$ cat config.mk
export PLATFORM = sky130hd
export DESIGN_NAME = sample_statistics_accumulator_flat
export DESIGN_NICKNAME = d
export VERILOG_FILES = /design/src/ssa_pkg.sv /design/src/ssa_if.sv /design/src/ssa_front.sv /design/src/ssa_queue.sv /design/src/ssa_div.sv /design/src/ssa_sqrt.sv /design/src/ssa_back.sv /design/src/sample_statistics_accumulator.sv /design/src/flat_wrapper.sv
export SDC_FILE = /design/constraint.sdc
export NUM_CORES = 2
export LEC_CHECK = 0
export BUFFER_PORTS_ARGS = -buffer_cell sky130_fd_sc_hd__buf_4
export CORE_MARGIN = 2
export CORE_UTILIZATION = 55
export DETAILED_ROUTE_END_ITERATION = 12
export PLACE_DENSITY = 0.75
export SLEW_MARGIN = 20
export SYNTH_ARGS = -nofsm -noshare
export SYNTH_HDL_FRONTEND = slang
export SYNTH_SLANG_ARGS = --single-unit
export TNS_END_PERCENT = 30
$ cat constraint.sdc
create_clock -name clk -period 10.25 [get_ports clk]
set_input_delay 1.5375 -clock clk [delete_from_list [all_inputs] [get_ports clk]]
set_output_delay 1.5375 -clock clk [all_outputs]
set_load 0.005 [all_outputs]
$ cat src/ssa_pkg.sv
// ----------------------------------------------------------------------------
// ssa_pkg
// Shared defaults and sizing constants for the sample statistics accumulator.
// ----------------------------------------------------------------------------
package ssa_pkg;

	// default sample width (signed fixed point) and count bound
	localparam int SAMPLE_WIDTH_DEF = 16;
	localparam int MAX_SAMPLES_DEF  = 65536;

	// count width that holds the default bound itself
	localparam int COUNT_WIDTH_DEF  = $clog2(MAX_SAMPLES_DEF + 1);

	// entries between the front end and the back end
	localparam int QUEUE_DEPTH = 2;

endpackage

$ cat src/ssa_if.sv
// ----------------------------------------------------------------------------
// ssa_if
// Valid/ready channel interfaces for samples in and statistics results out.
// ----------------------------------------------------------------------------
interface ssa_in_if #(
	parameter int SAMPLE_WIDTH = ssa_pkg::SAMPLE_WIDTH_DEF
);
	logic                           valid;
	logic                           ready;
	logic signed [SAMPLE_WIDTH-1:0] sample_x;
	logic signed [SAMPLE_WIDTH-1:0] sample_y;
	logic                           last_sample;

	modport source (output valid, sample_x, sample_y, last_sample, input ready);
	modport sink (input valid, sample_x, sample_y, last_sample, output ready);
endinterface

interface ssa_out_if #(
	parameter int SAMPLE_WIDTH = ssa_pkg::SAMPLE_WIDTH_DEF,
	parameter int COUNT_WIDTH  = ssa_pkg::COUNT_WIDTH_DEF
);
	logic                           valid;
	logic                           ready;
	logic signed [SAMPLE_WIDTH-1:0] lowest_x;
	logic signed [SAMPLE_WIDTH-1:0] highest_x;
	logic signed [SAMPLE_WIDTH-1:0] lowest_y;
	logic signed [SAMPLE_WIDTH-1:0] highest_y;
	logic [COUNT_WIDTH-1:0]         sample_count;
	logic signed [SAMPLE_WIDTH-1:0] mean_y;
	logic [SAMPLE_WIDTH-1:0]        rms_y;
	logic                           stats_ready;
	logic                           count_overflow;

	modport source (output valid, lowest_x, highest_x, lowest_y, highest_y, sample_count,
		mean_y, rms_y, stats_ready, count_overflow, input ready);
	modport sink (input valid, lowest_x, highest_x, lowest_y, highest_y, sample_count,
		mean_y, rms_y, stats_ready, count_overflow, output ready);
endinterface

$ cat src/ssa_front.sv
// ----------------------------------------------------------------------------
// ssa_front
// Accepts samples, tracks extremes and count, squares y, accumulates the sums
// and pushes one entry per sample into the queue.
// ----------------------------------------------------------------------------
module ssa_front #(
	parameter int SAMPLE_WIDTH = ssa_pkg::SAMPLE_WIDTH_DEF,
	parameter int MAX_SAMPLES  = ssa_pkg::MAX_SAMPLES_DEF,
	localparam int SW  = SAMPLE_WIDTH,
	localparam int CW  = $clog2(MAX_SAMPLES + 1),
	localparam int SYW = SW + CW,
	localparam int SQW = 2 * SW + CW - 2,
	localparam int EW  = 4 * SW + CW + 2 + SYW + SQW
) (
	input  logic          clk,
	input  logic          arst_n,
	ssa_in_if.sink        samples,
	output logic          push,
	output logic [EW-1:0] push_data,
	input  logic          full
);

	// running extremes and count for the open set
	logic signed [SW-1:0] min_x_q, max_x_q, min_y_q, max_y_q;
	logic [CW-1:0]        count_q;
	logic                 ovf_q;

	// stage 1: sample after extremes update and squaring
	logic                 valid_s1;
	logic signed [SW-1:0] min_x_s1, max_x_s1, min_y_s1, max_y_s1;
	logic [CW-1:0]        count_s1;
	logic                 ovf_s1;
	logic                 last_s1;
	logic signed [SW-1:0] add_y_s1;
	logic [2*SW-2:0]      sq_s1;

	// accumulated sums
	logic signed [SYW-1:0] sum_y_q;
	logic [SQW-1:0]        sum_sq_q;

	logic                  accept;
	logic                  first;
	logic                  counted;
	logic signed [SW-1:0]  min_x_nxt, max_x_nxt, min_y_nxt, max_y_nxt;
	logic [CW-1:0]         count_nxt;
	logic signed [2*SW-1:0] prod;
	logic signed [SYW-1:0] sum_y_nxt;
	logic [SQW-1:0]        sum_sq_nxt;

	// handshake: stage 1 frees up whenever its entry goes into the queue
	assign push          = valid_s1 && !full;
	assign samples.ready = !valid_s1 || !full;
	assign accept        = samples.valid && samples.ready;

	// extremes, count and overflow of the incoming sample
	always_comb begin
		first     = (count_q == '0);
		counted   = (count_q < CW'(MAX_SAMPLES));
		min_x_nxt = (first || samples.sample_x < min_x_q) ? samples.sample_x : min_x_q;
		max_x_nxt = (first || samples.sample_x > max_x_q) ? samples.sample_x : max_x_q;
		min_y_nxt = (first || samples.sample_y < min_y_q) ? samples.sample_y : min_y_q;
		max_y_nxt = (first || samples.sample_y > max_y_q) ? samples.sample_y : max_y_q;
		count_nxt = counted ? count_q + 1'b1 : count_q;
		prod      = samples.sample_y * samples.sample_y;
	end

	// extremes hold payload only, the count decides when they are reloaded
	always_ff @(posedge clk) begin
		if (accept) begin
			min_x_q  <= min_x_nxt;
			max_x_q  <= max_x_nxt;
			min_y_q  <= min_y_nxt;
			max_y_q  <= max_y_nxt;
			min_x_s1 <= min_x_nxt;
			max_x_s1 <= max_x_nxt;
			min_y_s1 <= min_y_nxt;
			max_y_s1 <= max_y_nxt;
			count_s1 <= count_nxt;
			ovf_s1   <= ovf_q || !counted;
			last_s1  <= samples.last_sample;
			add_y_s1 <= counted ? samples.sample_y : '0;
			sq_s1    <= counted ? prod[2*SW-2:0] : '0;
		end
	end

	// count, overflow flag and stage valid
	always_ff @(posedge clk or negedge arst_n) begin
		if (!arst_n) begin
			count_q  <= '0;
			ovf_q    <= 1'b0;
			valid_s1 <= 1'b0;
		end else begin
			if (accept) begin
				valid_s1 <= 1'b1;
				if (samples.last_sample) begin
					count_q <= '0;
					ovf_q   <= 1'b0;
				end else begin
					count_q <= count_nxt;
					ovf_q   <= ovf_q || !counted;
				end
			end else if (push) begin
				valid_s1 <= 1'b0;
			end
		end
	end

	// stage 2: sums, cleared after the last sample of a set
	assign sum_y_nxt  = sum_y_q + SYW'(add_y_s1);
	assign sum_sq_nxt = sum_sq_q + SQW'(sq_s1);

	always_ff @(posedge clk or negedge arst_n) begin
		if (!arst_n) begin
			sum_y_q  <= '0;
			sum_sq_q <= '0;
		end else if (push) begin
			if (last_s1) begin
				sum_y_q  <= '0;
				sum_sq_q <= '0;
			end else begin
				sum_y_q  <= sum_y_nxt;
				sum_sq_q <= sum_sq_nxt;
			end
		end
	end

	// queue entry
	assign push_data = {min_x_s1, max_x_s1, min_y_s1, max_y_s1, count_s1, ovf_s1, last_s1,
		sum_y_nxt, sum_sq_nxt};

endmodule

$ cat src/ssa_queue.sv
// ----------------------------------------------------------------------------
// ssa_queue
// Small register queue that decouples the front end from the back end.
// ----------------------------------------------------------------------------
module ssa_queue #(
	parameter int WIDTH = 8,
	parameter int DEPTH = ssa_pkg::QUEUE_DEPTH,
	localparam int PW = (DEPTH > 1) ? $clog2(DEPTH) : 1,
	localparam int NW = $clog2(DEPTH + 1)
) (
	input  logic             clk,
	input  logic             arst_n,
	input  logic             push,
	input  logic [WIDTH-1:0] push_data,
	output logic             full,
	input  logic             pop,
	output logic [WIDTH-1:0] pop_data,
	output logic             empty
);

	logic [WIDTH-1:0] entry_q [DEPTH];
	logic [PW-1:0]    wr_ptr_q, rd_ptr_q;
	logic [NW-1:0]    fill_q;

	assign full     = (fill_q == NW'(DEPTH));
	assign empty    = (fill_q == '0);
	assign pop_data = entry_q[rd_ptr_q];

	// entry storage
	always_ff @(posedge clk) begin
		if (push) begin
			entry_q[wr_ptr_q] <= push_data;
		end
	end

	// pointers and fill level
	always_ff @(posedge clk or negedge arst_n) begin
		if (!arst_n) begin
			wr_ptr_q <= '0;
			rd_ptr_q <= '0;
			fill_q   <= '0;
		end else begin
			if (push) begin
				wr_ptr_q <= (wr_ptr_q == PW'(DEPTH - 1)) ? '0 : wr_ptr_q + 1'b1;
			end
			if (pop) begin
				rd_ptr_q <= (rd_ptr_q == PW'(DEPTH - 1)) ? '0 : rd_ptr_q + 1'b1;
			end
			if (push && !pop) begin
				fill_q <= fill_q + 1'b1;
			end else if (pop && !push) begin
				fill_q <= fill_q - 1'b1;
			end
		end
	end

endmodule

$ cat src/ssa_div.sv
// ----------------------------------------------------------------------------
// ssa_div
// Unsigned restoring divider, one quotient bit per cycle.
// ----------------------------------------------------------------------------
module ssa_div #(
	parameter int NUM_WIDTH = 47,
	parameter int DEN_WIDTH = 17,
	localparam int CNTW = $clog2(NUM_WIDTH)
) (
	input  logic                 clk,
	input  logic                 arst_n,
	input  logic                 start,
	input  logic [NUM_WIDTH-1:0] num,
	input  logic [DEN_WIDTH-1:0] den,
	output logic                 done,
	output logic [NUM_WIDTH-1:0] quo
);

	logic                 busy_q;
	logic                 done_q;
	logic [CNTW-1:0]      cnt_q;
	logic [NUM_WIDTH-1:0] num_q;
	logic [DEN_WIDTH-1:0] rem_q;
	logic [DEN_WIDTH-1:0] den_q;

	logic [DEN_WIDTH:0]   shifted;
	logic [DEN_WIDTH:0]   diff;
	logic                 ge;

	// one shift-and-subtract step
	always_comb begin
		shifted = {rem_q, num_q[NUM_WIDTH-1]};
		diff    = shifted - {1'b0, den_q};
		ge      = (shifted >= {1'b0, den_q});
	end

	// dividend shifts out as quotient bits shift in
	always_ff @(posedge clk) begin
		if (start) begin
			num_q <= num;
			rem_q <= '0;
			den_q <= den;
		end else if (busy_q) begin
			num_q <= {num_q[NUM_WIDTH-2:0], ge};
			rem_q <= ge ? diff[DEN_WIDTH-1:0] : shifted[DEN_WIDTH-1:0];
		end
	end

	// iteration control
	always_ff @(posedge clk or negedge arst_n) begin
		if (!arst_n) begin
			busy_q <= 1'b0;
			done_q <= 1'b0;
			cnt_q  <= '0;
		end else begin
			done_q <= 1'b0;
			if (start) begin
				busy_q <= 1'b1;
				cnt_q  <= CNTW'(NUM_WIDTH - 1);
			end else if (busy_q) begin
				cnt_q <= cnt_q - 1'b1;
				if (cnt_q == '0) begin
					busy_q <= 1'b0;
					done_q <= 1'b1;
				end
			end
		end
	end

	assign done = done_q;
	assign quo  = num_q;

endmodule

$ cat src/ssa_sqrt.sv
// ----------------------------------------------------------------------------
// ssa_sqrt
// Floor integer square root, one root bit per cycle.
// ----------------------------------------------------------------------------
module ssa_sqrt #(
	parameter int ROOT_WIDTH = 16,
	localparam int CNTW = (ROOT_WIDTH > 1) ? $clog2(ROOT_WIDTH) : 1
) (
	input  logic                    clk,
	input  logic                    arst_n,
	input  logic                    start,
	input  logic [2*ROOT_WIDTH-1:0] rad,
	output logic                    done,
	output logic [ROOT_WIDTH-1:0]   root
);

	localparam int RW = ROOT_WIDTH;

	logic            busy_q;
	logic            done_q;
	logic [CNTW-1:0] cnt_q;
	logic [2*RW-1:0] rad_q;
	logic [RW-1:0]   root_q;
	logic [RW+1:0]   rem_q;

	logic [RW+3:0]   shifted;
	logic [RW+3:0]   trial;
	logic [RW+3:0]   diff;
	logic            ge;

	// bring down two radicand bits, try root*4+1
	always_comb begin
		shifted = {rem_q, rad_q[2*RW-1:2*RW-2]};
		trial   = (RW + 4)'({root_q, 2'b01});
		diff    = shifted - trial;
		ge      = (shifted >= trial);
	end

	always_ff @(posedge clk) begin
		if (start) begin
			rad_q  <= rad;
			root_q <= '0;
			rem_q  <= '0;
		end else if (busy_q) begin
			rad_q  <= {rad_q[2*RW-3:0], 2'b00};
			root_q <= {root_q[RW-2:0], ge};
			rem_q  <= ge ? diff[RW+1:0] : shifted[RW+1:0];
		end
	end

	// iteration control
	always_ff @(posedge clk or negedge arst_n) begin
		if (!arst_n) begin
			busy_q <= 1'b0;
			done_q <= 1'b0;
			cnt_q  <= '0;
		end else begin
			done_q <= 1'b0;
			if (start) begin
				busy_q <= 1'b1;
				cnt_q  <= CNTW'(RW - 1);
			end else if (busy_q) begin
				cnt_q <= cnt_q - 1'b1;
				if (cnt_q == '0) begin
					busy_q <= 1'b0;
					done_q <= 1'b1;
				end
			end
		end
	end

	assign done = done_q;
	assign root = root_q;

endmodule

$ cat src/ssa_back.sv
// ----------------------------------------------------------------------------
// ssa_back
// Drains the queue into the output register; for the last sample of a set it
// sequences the mean and mean-square divisions and the square root.
// ----------------------------------------------------------------------------
module ssa_back #(
	parameter int SAMPLE_WIDTH = ssa_pkg::SAMPLE_WIDTH_DEF,
	parameter int MAX_SAMPLES  = ssa_pkg::MAX_SAMPLES_DEF,
	localparam int SW  = SAMPLE_WIDTH,
	localparam int CW  = $clog2(MAX_SAMPLES + 1),
	localparam int SYW = SW + CW,
	localparam int SQW = 2 * SW + CW - 2,
	localparam int EW  = 4 * SW + CW + 2 + SYW + SQW
) (
	input  logic          clk,
	input  logic          arst_n,
	input  logic [EW-1:0] pop_data,
	input  logic          empty,
	output logic          pop,
	ssa_out_if.source     results
);

	typedef enum logic [4:0] {
		ST_IDLE = 5'b00001,
		ST_MEAN = 5'b00010,
		ST_MSQ  = 5'b00100,
		ST_ROOT = 5'b01000,
		ST_EMIT = 5'b10000
	} state_t;

	state_t state_q;

	// queue head fields
	logic signed [SW-1:0]  h_min_x, h_max_x, h_min_y, h_max_y;
	logic [CW-1:0]         h_count;
	logic                  h_ovf;
	logic                  h_last;
	logic signed [SYW-1:0] h_sum_y;
	logic [SQW-1:0]        h_sum_sq;
	logic [SYW-1:0]        sum_mag;

	assign {h_min_x, h_max_x, h_min_y, h_max_y, h_count, h_ovf, h_last, h_sum_y, h_sum_sq}
		= pop_data;
	assign sum_mag = h_sum_y[SYW-1] ? SYW'(-h_sum_y) : SYW'(h_sum_y);

	// held copy of the last sample's entry
	logic signed [SW-1:0] k_min_x_q, k_max_x_q, k_min_y_q, k_max_y_q;
	logic [CW-1:0]        k_count_q;
	logic                 k_ovf_q;
	logic                 k_neg_q;
	logic [SQW-1:0]       k_sum_sq_q;
	logic signed [SW-1:0] k_mean_q;
	logic [SW-1:0]        k_rms_q;

	// output register
	logic                 out_valid_q;
	logic signed [SW-1:0] o_min_x_q, o_max_x_q, o_min_y_q, o_max_y_q;
	logic [CW-1:0]        o_count_q;
	logic signed [SW-1:0] o_mean_q;
	logic [SW-1:0]        o_rms_q;
	logic                 o_stats_q;
	logic                 o_ovf_q;

	// arithmetic units
	logic            div_start, div_done;
	logic [SQW-1:0]  div_num, div_quo;
	logic [CW-1:0]   div_den;
	logic            sqrt_start, sqrt_done;
	logic [SW-1:0]   sqrt_root;

	logic            out_free;
	logic            take_last;
	logic            load_plain;
	logic            load_stats;

	// control decode
	always_comb begin
		out_free   = !out_valid_q || results.ready;
		take_last  = (state_q == ST_IDLE) && !empty && h_last;
		load_plain = (state_q == ST_IDLE) && !empty && !h_last && out_free;
		load_stats = (state_q == ST_EMIT) && out_free;
		pop        = take_last || load_plain;
		div_start  = take_last || ((state_q == ST_MEAN) && div_done);
		div_num    = (state_q == ST_IDLE) ? SQW'(sum_mag) : k_sum_sq_q;
		div_den    = (state_q == ST_IDLE) ? h_count : k_count_q;
		sqrt_start = (state_q == ST_MSQ) && div_done;
	end

	ssa_div #(
		.NUM_WIDTH(SQW),
		.DEN_WIDTH(CW)
	) u_div (
		.clk   (clk),
		.arst_n(arst_n),
		.start (div_start),
		.num   (div_num),
		.den   (div_den),
		.done  (div_done),
		.quo   (div_quo)
	);

	ssa_sqrt #(
		.ROOT_WIDTH(SW)
	) u_sqrt (
		.clk   (clk),
		.arst_n(arst_n),
		.start (sqrt_start),
		.rad   (div_quo[2*SW-1:0]),
		.done  (sqrt_done),
		.root  (sqrt_root)
	);

	// sequencer
	always_ff @(posedge clk or negedge arst_n) begin
		if (!arst_n) begin
			state_q <= ST_IDLE;
		end else begin
			unique case (state_q)
				ST_IDLE: if (take_last) state_q <= ST_MEAN;
				ST_MEAN: if (div_done) state_q <= ST_MSQ;
				ST_MSQ:  if (div_done) state_q <= ST_ROOT;
				ST_ROOT: if (sqrt_done) state_q <= ST_EMIT;
				ST_EMIT: if (out_free) state_q <= ST_IDLE;
				default: state_q <= ST_IDLE;
			endcase
		end
	end

	// hold the last sample's entry and the statistics as they finish
	always_ff @(posedge clk) begin
		if (take_last) begin
			k_min_x_q  <= h_min_x;
			k_max_x_q  <= h_max_x;
			k_min_y_q  <= h_min_y;
			k_max_y_q  <= h_max_y;
			k_count_q  <= h_count;
			k_ovf_q    <= h_ovf;
			k_neg_q    <= h_sum_y[SYW-1];
			k_sum_sq_q <= h_sum_sq;
		end
		if ((state_q == ST_MEAN) && div_done) begin
			k_mean_q <= k_neg_q ? -div_quo[SW-1:0] : div_quo[SW-1:0];
		end
		if (sqrt_done) begin
			k_rms_q <= sqrt_root;
		end
	end

	// output payload
	always_ff @(posedge clk) begin
		if (load_plain) begin
			o_min_x_q <= h_min_x;
			o_max_x_q <= h_max_x;
			o_min_y_q <= h_min_y;
			o_max_y_q <= h_max_y;
			o_count_q <= h_count;
			o_mean_q  <= '0;
			o_rms_q   <= '0;
			o_stats_q <= 1'b0;
			o_ovf_q   <= h_ovf;
		end else if (load_stats) begin
			o_min_x_q <= k_min_x_q;
			o_max_x_q <= k_max_x_q;
			o_min_y_q <= k_min_y_q;
			o_max_y_q <= k_max_y_q;
			o_count_q <= k_count_q;
			o_mean_q  <= k_mean_q;
			o_rms_q   <= k_rms_q;
			o_stats_q <= 1'b1;
			o_ovf_q   <= k_ovf_q;
		end
	end

	// output valid
	always_ff @(posedge clk or negedge arst_n) begin
		if (!arst_n) begin
			out_valid_q <= 1'b0;
		end else if (load_plain || load_stats) begin
			out_valid_q <= 1'b1;
		end else if (results.ready) begin
			out_valid_q <= 1'b0;
		end
	end

	assign results.valid          = out_valid_q;
	assign results.lowest_x       = o_min_x_q;
	assign results.highest_x      = o_max_x_q;
	assign results.lowest_y       = o_min_y_q;
	assign results.highest_y      = o_max_y_q;
	assign results.sample_count   = o_count_q;
	assign results.mean_y         = o_mean_q;
	assign results.rms_y          = o_rms_q;
	assign results.stats_ready    = o_stats_q;
	assign results.count_overflow = o_ovf_q;

endmodule

$ cat src/sample_statistics_accumulator.sv
// ----------------------------------------------------------------------------
// sample_statistics_accumulator
// Running min/max of x and y, sample count, mean and RMS of y per sample set.
// ----------------------------------------------------------------------------
// a sample that is not last passes the stage-1 register, the queue and the output register
// throughput: one sample per cycle while the queue and the result channel take them; the last
//   sample of a set is held in the back end for the shared one-bit-per-cycle divider
//   (mean, then mean square) and then the root unit
// a two-entry queue keeps samples flowing in while the last one is worked on, until it fills
// reset: asynchronous, clears counts, sums, flags and handshake state; no sweep
module sample_statistics_accumulator #(
	parameter int SAMPLE_WIDTH = ssa_pkg::SAMPLE_WIDTH_DEF,
	parameter int MAX_SAMPLES  = ssa_pkg::MAX_SAMPLES_DEF
) (
	input  logic      clk,
	input  logic      arst_n,
	ssa_in_if.sink    samples,
	ssa_out_if.source results
);

	localparam int SW  = SAMPLE_WIDTH;
	localparam int CW  = $clog2(MAX_SAMPLES + 1);
	localparam int SYW = SW + CW;
	localparam int SQW = 2 * SW + CW - 2;
	localparam int EW  = 4 * SW + CW + 2 + SYW + SQW;

	logic          push, full, pop, empty;
	logic [EW-1:0] push_data, pop_data;

	// front end: accept, extremes, squares, sums
	ssa_front #(
		.SAMPLE_WIDTH(SAMPLE_WIDTH),
		.MAX_SAMPLES (MAX_SAMPLES)
	) u_front (
		.clk      (clk),
		.arst_n   (arst_n),
		.samples  (samples),
		.push     (push),
		.push_data(push_data),
		.full     (full)
	);

	// decoupling queue
	ssa_queue #(
		.WIDTH(EW),
		.DEPTH(ssa_pkg::QUEUE_DEPTH)
	) u_queue (
		.clk      (clk),
		.arst_n   (arst_n),
		.push     (push),
		.push_data(push_data),
		.full     (full),
		.pop      (pop),
		.pop_data (pop_data),
		.empty    (empty)
	);

	// back end: statistics and output register
	ssa_back #(
		.SAMPLE_WIDTH(SAMPLE_WIDTH),
		.MAX_SAMPLES (MAX_SAMPLES)
	) u_back (
		.clk     (clk),
		.arst_n  (arst_n),
		.pop_data(pop_data),
		.empty   (empty),
		.pop     (pop),
		.results (results)
	);

	// a set that ends always has at least one counted sample
	assert property (@(posedge clk) disable iff (!arst_n)
		results.valid && results.stats_ready |-> results.sample_count != '0)
		else $error("statistics result with zero count");

	// overflow only once the count has reached its bound
	assert property (@(posedge clk) disable iff (!arst_n)
		results.valid && results.count_overflow |-> results.sample_count == CW'(MAX_SAMPLES))
		else $error("overflow flagged below the count bound");

	// mean and rms stay zero outside the last sample
	assert property (@(posedge clk) disable iff (!arst_n)
		results.valid && !results.stats_ready |-> results.mean_y == '0 && results.rms_y == '0)
		else $error("mean or rms set on a sample that is not last");

	// extremes stay ordered
	assert property (@(posedge clk) disable iff (!arst_n)
		results.valid |-> results.lowest_x <= results.highest_x
			&& results.lowest_y <= results.highest_y)
		else $error("minimum above maximum");

endmodule

$ cat src/flat_wrapper.sv
// flat-port wrapper written by rule: the top's interface ports become plain ports
module sample_statistics_accumulator_flat 
#(
	parameter int SAMPLE_WIDTH = ssa_pkg::SAMPLE_WIDTH_DEF,
	parameter int MAX_SAMPLES  = ssa_pkg::MAX_SAMPLES_DEF
)
  (clk, arst_n, samples_valid, samples_sample_x, samples_sample_y, samples_last_sample, samples_ready, results_valid, results_lowest_x, results_highest_x, results_lowest_y, results_highest_y, results_sample_count, results_mean_y, results_rms_y, results_stats_ready, results_count_overflow, results_ready);
  ssa_in_if #(.SAMPLE_WIDTH(SAMPLE_WIDTH)) samples_i ();
  ssa_out_if #(.SAMPLE_WIDTH(SAMPLE_WIDTH)) results_i ();
  input  logic clk;
  input  logic arst_n;
  input wire logic [$bits(samples_i.valid)-1:0] samples_valid;
  input wire logic [$bits(samples_i.sample_x)-1:0] samples_sample_x;
  input wire logic [$bits(samples_i.sample_y)-1:0] samples_sample_y;
  input wire logic [$bits(samples_i.last_sample)-1:0] samples_last_sample;
  output wire logic [$bits(samples_i.ready)-1:0] samples_ready;
  output wire logic [$bits(results_i.valid)-1:0] results_valid;
  output wire logic [$bits(results_i.lowest_x)-1:0] results_lowest_x;
  output wire logic [$bits(results_i.highest_x)-1:0] results_highest_x;
  output wire logic [$bits(results_i.lowest_y)-1:0] results_lowest_y;
  output wire logic [$bits(results_i.highest_y)-1:0] results_highest_y;
  output wire logic [$bits(results_i.sample_count)-1:0] results_sample_count;
  output wire logic [$bits(results_i.mean_y)-1:0] results_mean_y;
  output wire logic [$bits(results_i.rms_y)-1:0] results_rms_y;
  output wire logic [$bits(results_i.stats_ready)-1:0] results_stats_ready;
  output wire logic [$bits(results_i.count_overflow)-1:0] results_count_overflow;
  input wire logic [$bits(results_i.ready)-1:0] results_ready;
  assign samples_i.valid = samples_valid;
  assign samples_i.sample_x = samples_sample_x;
  assign samples_i.sample_y = samples_sample_y;
  assign samples_i.last_sample = samples_last_sample;
  assign samples_ready = samples_i.ready;
  assign results_valid = results_i.valid;
  assign results_lowest_x = results_i.lowest_x;
  assign results_highest_x = results_i.highest_x;
  assign results_lowest_y = results_i.lowest_y;
  assign results_highest_y = results_i.highest_y;
  assign results_sample_count = results_i.sample_count;
  assign results_mean_y = results_i.mean_y;
  assign results_rms_y = results_i.rms_y;
  assign results_stats_ready = results_i.stats_ready;
  assign results_count_overflow = results_i.count_overflow;
  assign results_i.ready = results_ready;
  sample_statistics_accumulator #(.SAMPLE_WIDTH(SAMPLE_WIDTH), .MAX_SAMPLES(MAX_SAMPLES)) u_core (.clk(clk), .arst_n(arst_n), .samples(samples_i), .results(results_i));
endmodule
==> results.toml <==
[run_status]
status = "complete, no violations"

[grt]
grt_max_degree = 136
first_global_vias = 34500
antenna_found_initial = 0
overflow = 0
grt_pass1_wl_um = 183000
grt.total_usage_pct = 22.9

[critical_path]
crit_type = "in -> reg"
reg2reg_depth = 10
cp-start-kind = "input pin"
crit_required_ns = 10.65
crit_fanout = 19
crit_path_end_kind = "flip-flop"
cp.arrival_ns = 8.18

[synth]
synth_cells = 4491
synth_top_family_by_area = "adder cells"
yosysTopAreaCell = "edfxtp_1"
synthSimpleGateAreaFrac_pct = 9.36
synth_cell_types = 82
ys_ff_latch = 1001
ys_warn_count = 0
synth_compound_area_share_pct = 9.14
synth_top_area_share_pct = 44.4
synth_edf_count = 794
synth_fa_ha_area_share_pct = 14.6
synth.avg_cell_area_um2 = 11.9
netlist_top_cells_area = "edfxtp_1 (44%), fa_1 (8.7%), ha_1 (5.9%), dfrtp_1 (5.7%), mux2_2 (3.9%)"
ys_seq_area_share_pct = 53.3
synth_ff_type = "edfxtp_1"
syn-num-nets = 5014
synthArstFlopShare_pct = 12.3
synth_xor_area_share_pct = 3.28
syn-cell-area_um2 = 53700
muxShareOfSynthArea_pct = 5.52

[final_layout]
layout_commonest_cell = "edfxtp_1"
mostFrequentLayoutCells = "edfxtp_1 (794), inv_1 (511), nand2_1 (443), nor2_1 (258), ha_1 (254)"
ff_latch_area_um2 = 28600
fin_util_pct = 61.6
multi_input_area_um2 = 22500
nets = 5143
syn2layout_area_growth_pct = 11.0
num_antenna_cells = 0
nFillCells = 7341
finalInstanceArea_um2 = 59600
layout-drive-gt1-share_pct = 12.5

[floorplan]
die_w_um = 316
core_area_um2 = 96700
placement_rows = 114
die_y_um = 316
ioPinCount = 154
start_util_pct = 55.5
dieArea_um2 = 100000

[sta]
rsz0062_at_grt = "false"
tightest_slew_ns = 1.11
post-route-period-util_pct = 75.9
period_needed_ns = 7.78
fmax_ghz = 0.128
fin_ws_ns = 2.47
setup_tns_ns = 0
maxSlewViolCount = 0
slew_headroom_pct = 26.3
timing.final.hold_violations = 0
finClkSkew_ns = 0.0259
setup_viol = 0

[place]
port_buffers = 153
dpl_cell_area_um2 = 56100
place_congestion = 0.913
dp_slack_ns = 1.80
dp_hpwl_um = 77300

[detailed_routing]
firstDrtPassIters = 6
vias = 34000
drtIter0Drc = 2504
viasPerCell = 5.68
ant_nets = 0
wire_per_inst_um = 18.8
drc = 0
wl_um = 112000

[cts]
cts_buffer_depth = 3
htreeDepth = 3
clock_sinks = 1001
cts-root-buf = "clkbuf_16"
numCtsBuffers = 100
cts_setup_buffers = 0
clock_latency_ns = 0.67
cts_resized = 0
cts_tree = "done"
ctsHoldBuffers = 0
clkTransAtPathRegs_ns = 0.06

[pwr]
irDropWorstVdd_mv = 0.481
p_per_area_nw_per_um2 = 310
p_leak_nw = 24.1
fin_total_pwr_mw = 18.5

[min_path]
hold_class = "reg -> reg"
hold_depth = 0

[job]
maxCapViolCount = 0
[kinds of logic after synthesis]
family / count (synthesis)
adders and majority gates: 486
AOI/OAI and AO/OA: 755
and+or+nand+nor: 1093
DFF: 1001
xor gates and xnor gates: 201
muxes: 273
buffers and inverters: 682
[area by class of cell]
| cell class | instances | share of cell area [%] |
|---|---|---|
| Timing Repair Buffer | 191 | 2.43 |
| Multi-Input combinational cell | 2808 | 37.8 |
| Sequential cell | 1001 | 48.0 |
| Tap cell | 1276 | 2.68 |
| Clock inverter | 62 | 1.08 |
| Clock buffer | 126 | 4.66 |
| Inverter | 518 | 3.26 |
[cells in the mapped netlist (11+ instances only)]
cell and n:
edfxtp_1 794, inv_1 512, nand2_1 446, nor2_1 264
ha_1 254, fa_1 232, a21oi_1 215, mux2_2 185
o21ai_0 160, clkbuf_1 138, xnor2_1 134, dfrtp_1 122
mux2i_1 88, dfxtp_1 84, a21o_1 71, xor2_1 67
nand3_1 61, a22o_1 59, nor3_1 57, and2_1 44
nor2b_1 34, nand4_1 33, a31oi_1 32, o21a_1 31
a211oi_1 30, nand2b_1 30, and3_1 28, o31ai_1 26
or3_1 19, buf_1 16, o211ai_1 16, o21bai_1 15
nor4_1 14, a31o_2 13, or2_2 11
[flip-flops by register name, indices dropped and copies added, names as in the netlist, 17 cells and up]
name,flops
u_core.u_back.u_div.den_q,17
u_core.u_front.sum_y_q,33
u_core.u_front.sum_sq_q,47
u_core.u_back.u_sqrt.rem_q,18
u_core.u_back.k_sum_sq_q,47
u_core.u_queue.entry_q,326
u_core.u_back.u_div.rem_q,17
u_core.u_back.k_count_q,17
u_core.u_front.count_s1,17
u_core.u_back.results.sample_count,17
u_core.u_back.u_sqrt.rad_q,32
u_core.u_front.count_q,17
u_core.u_back.u_div.quo,47
u_core.u_front.sq_s1,29
[per-stage QoR]
stage | std cells | hold WS [ns]
2_1_floorplan | 4491 | 0.421
3_3_place_gp | 5794 | 0.422
3_5_place_dp | 5794 | 0.429
4_1_cts | 5982 | 0.444
5_1_grt | 5982 | 0.458
6_report | 5982 | 0.446
[worst max-delay path, stage by stage]
cell	delay, ns
buf_4	0.23
clkinv_1	0.54
nor2_1	0.40
fa_1	0.52
inv_1	0.24
fa_1	0.54
inv_1	0.34
fa_1	0.49
fa_1	0.48
fa_1	0.54
inv_1	0.05
fa_1	0.52
inv_1	0.04
ha_1	0.38
nand2_1	0.12
nand2b_1	0.06
a21o_1	0.17
a21o_1	0.17
a31oi_1	0.33
a21oi_1	0.15
mux2_2	0.30
[report_power, final]
part           switching [mW]  internal [mW]
Combinational            5.03           3.48
Sequential              0.347           5.87
Clock                    1.55           2.20
Total                    6.92           11.6
[worst paths after layout]
check	from	slack [ns]	to
min in group asynchronous	arst_n	0.78	u_core.u_front.count_q[8]$_DFFE_PN0P_
min	u_core.u_front.count_s1[9]$_DFFE_PP_	0.45	u_core.u_queue.entry_q[0][91]$_DFFE_PP_
max	samples_sample_y[15]	2.47	u_core.u_front.sq_s1[29]$_SDFFCE_PP0P_
min reg2reg	u_core.u_front.count_s1[9]$_DFFE_PP_	0.45	u_core.u_queue.entry_q[0][91]$_DFFE_PP_
max in group asynchronous	arst_n	7.79	u_core.u_front.sum_y_q[29]$_DFFE_PN0P_
max reg2reg	u_core.u_queue.rd_ptr_q$_DFFE_PN0P_	4.98	u_core.u_back.u_div.quo[28]$_DFFE_PP_
[routing by layer]
metal	global-route usage, %	wire, µm
met1	30.9	48600
met2	39.1	55300
met3	2.74	5750
met4	7.06	2770
met5	0	0
No activity file was read; power rests on OpenSTA's default activity.
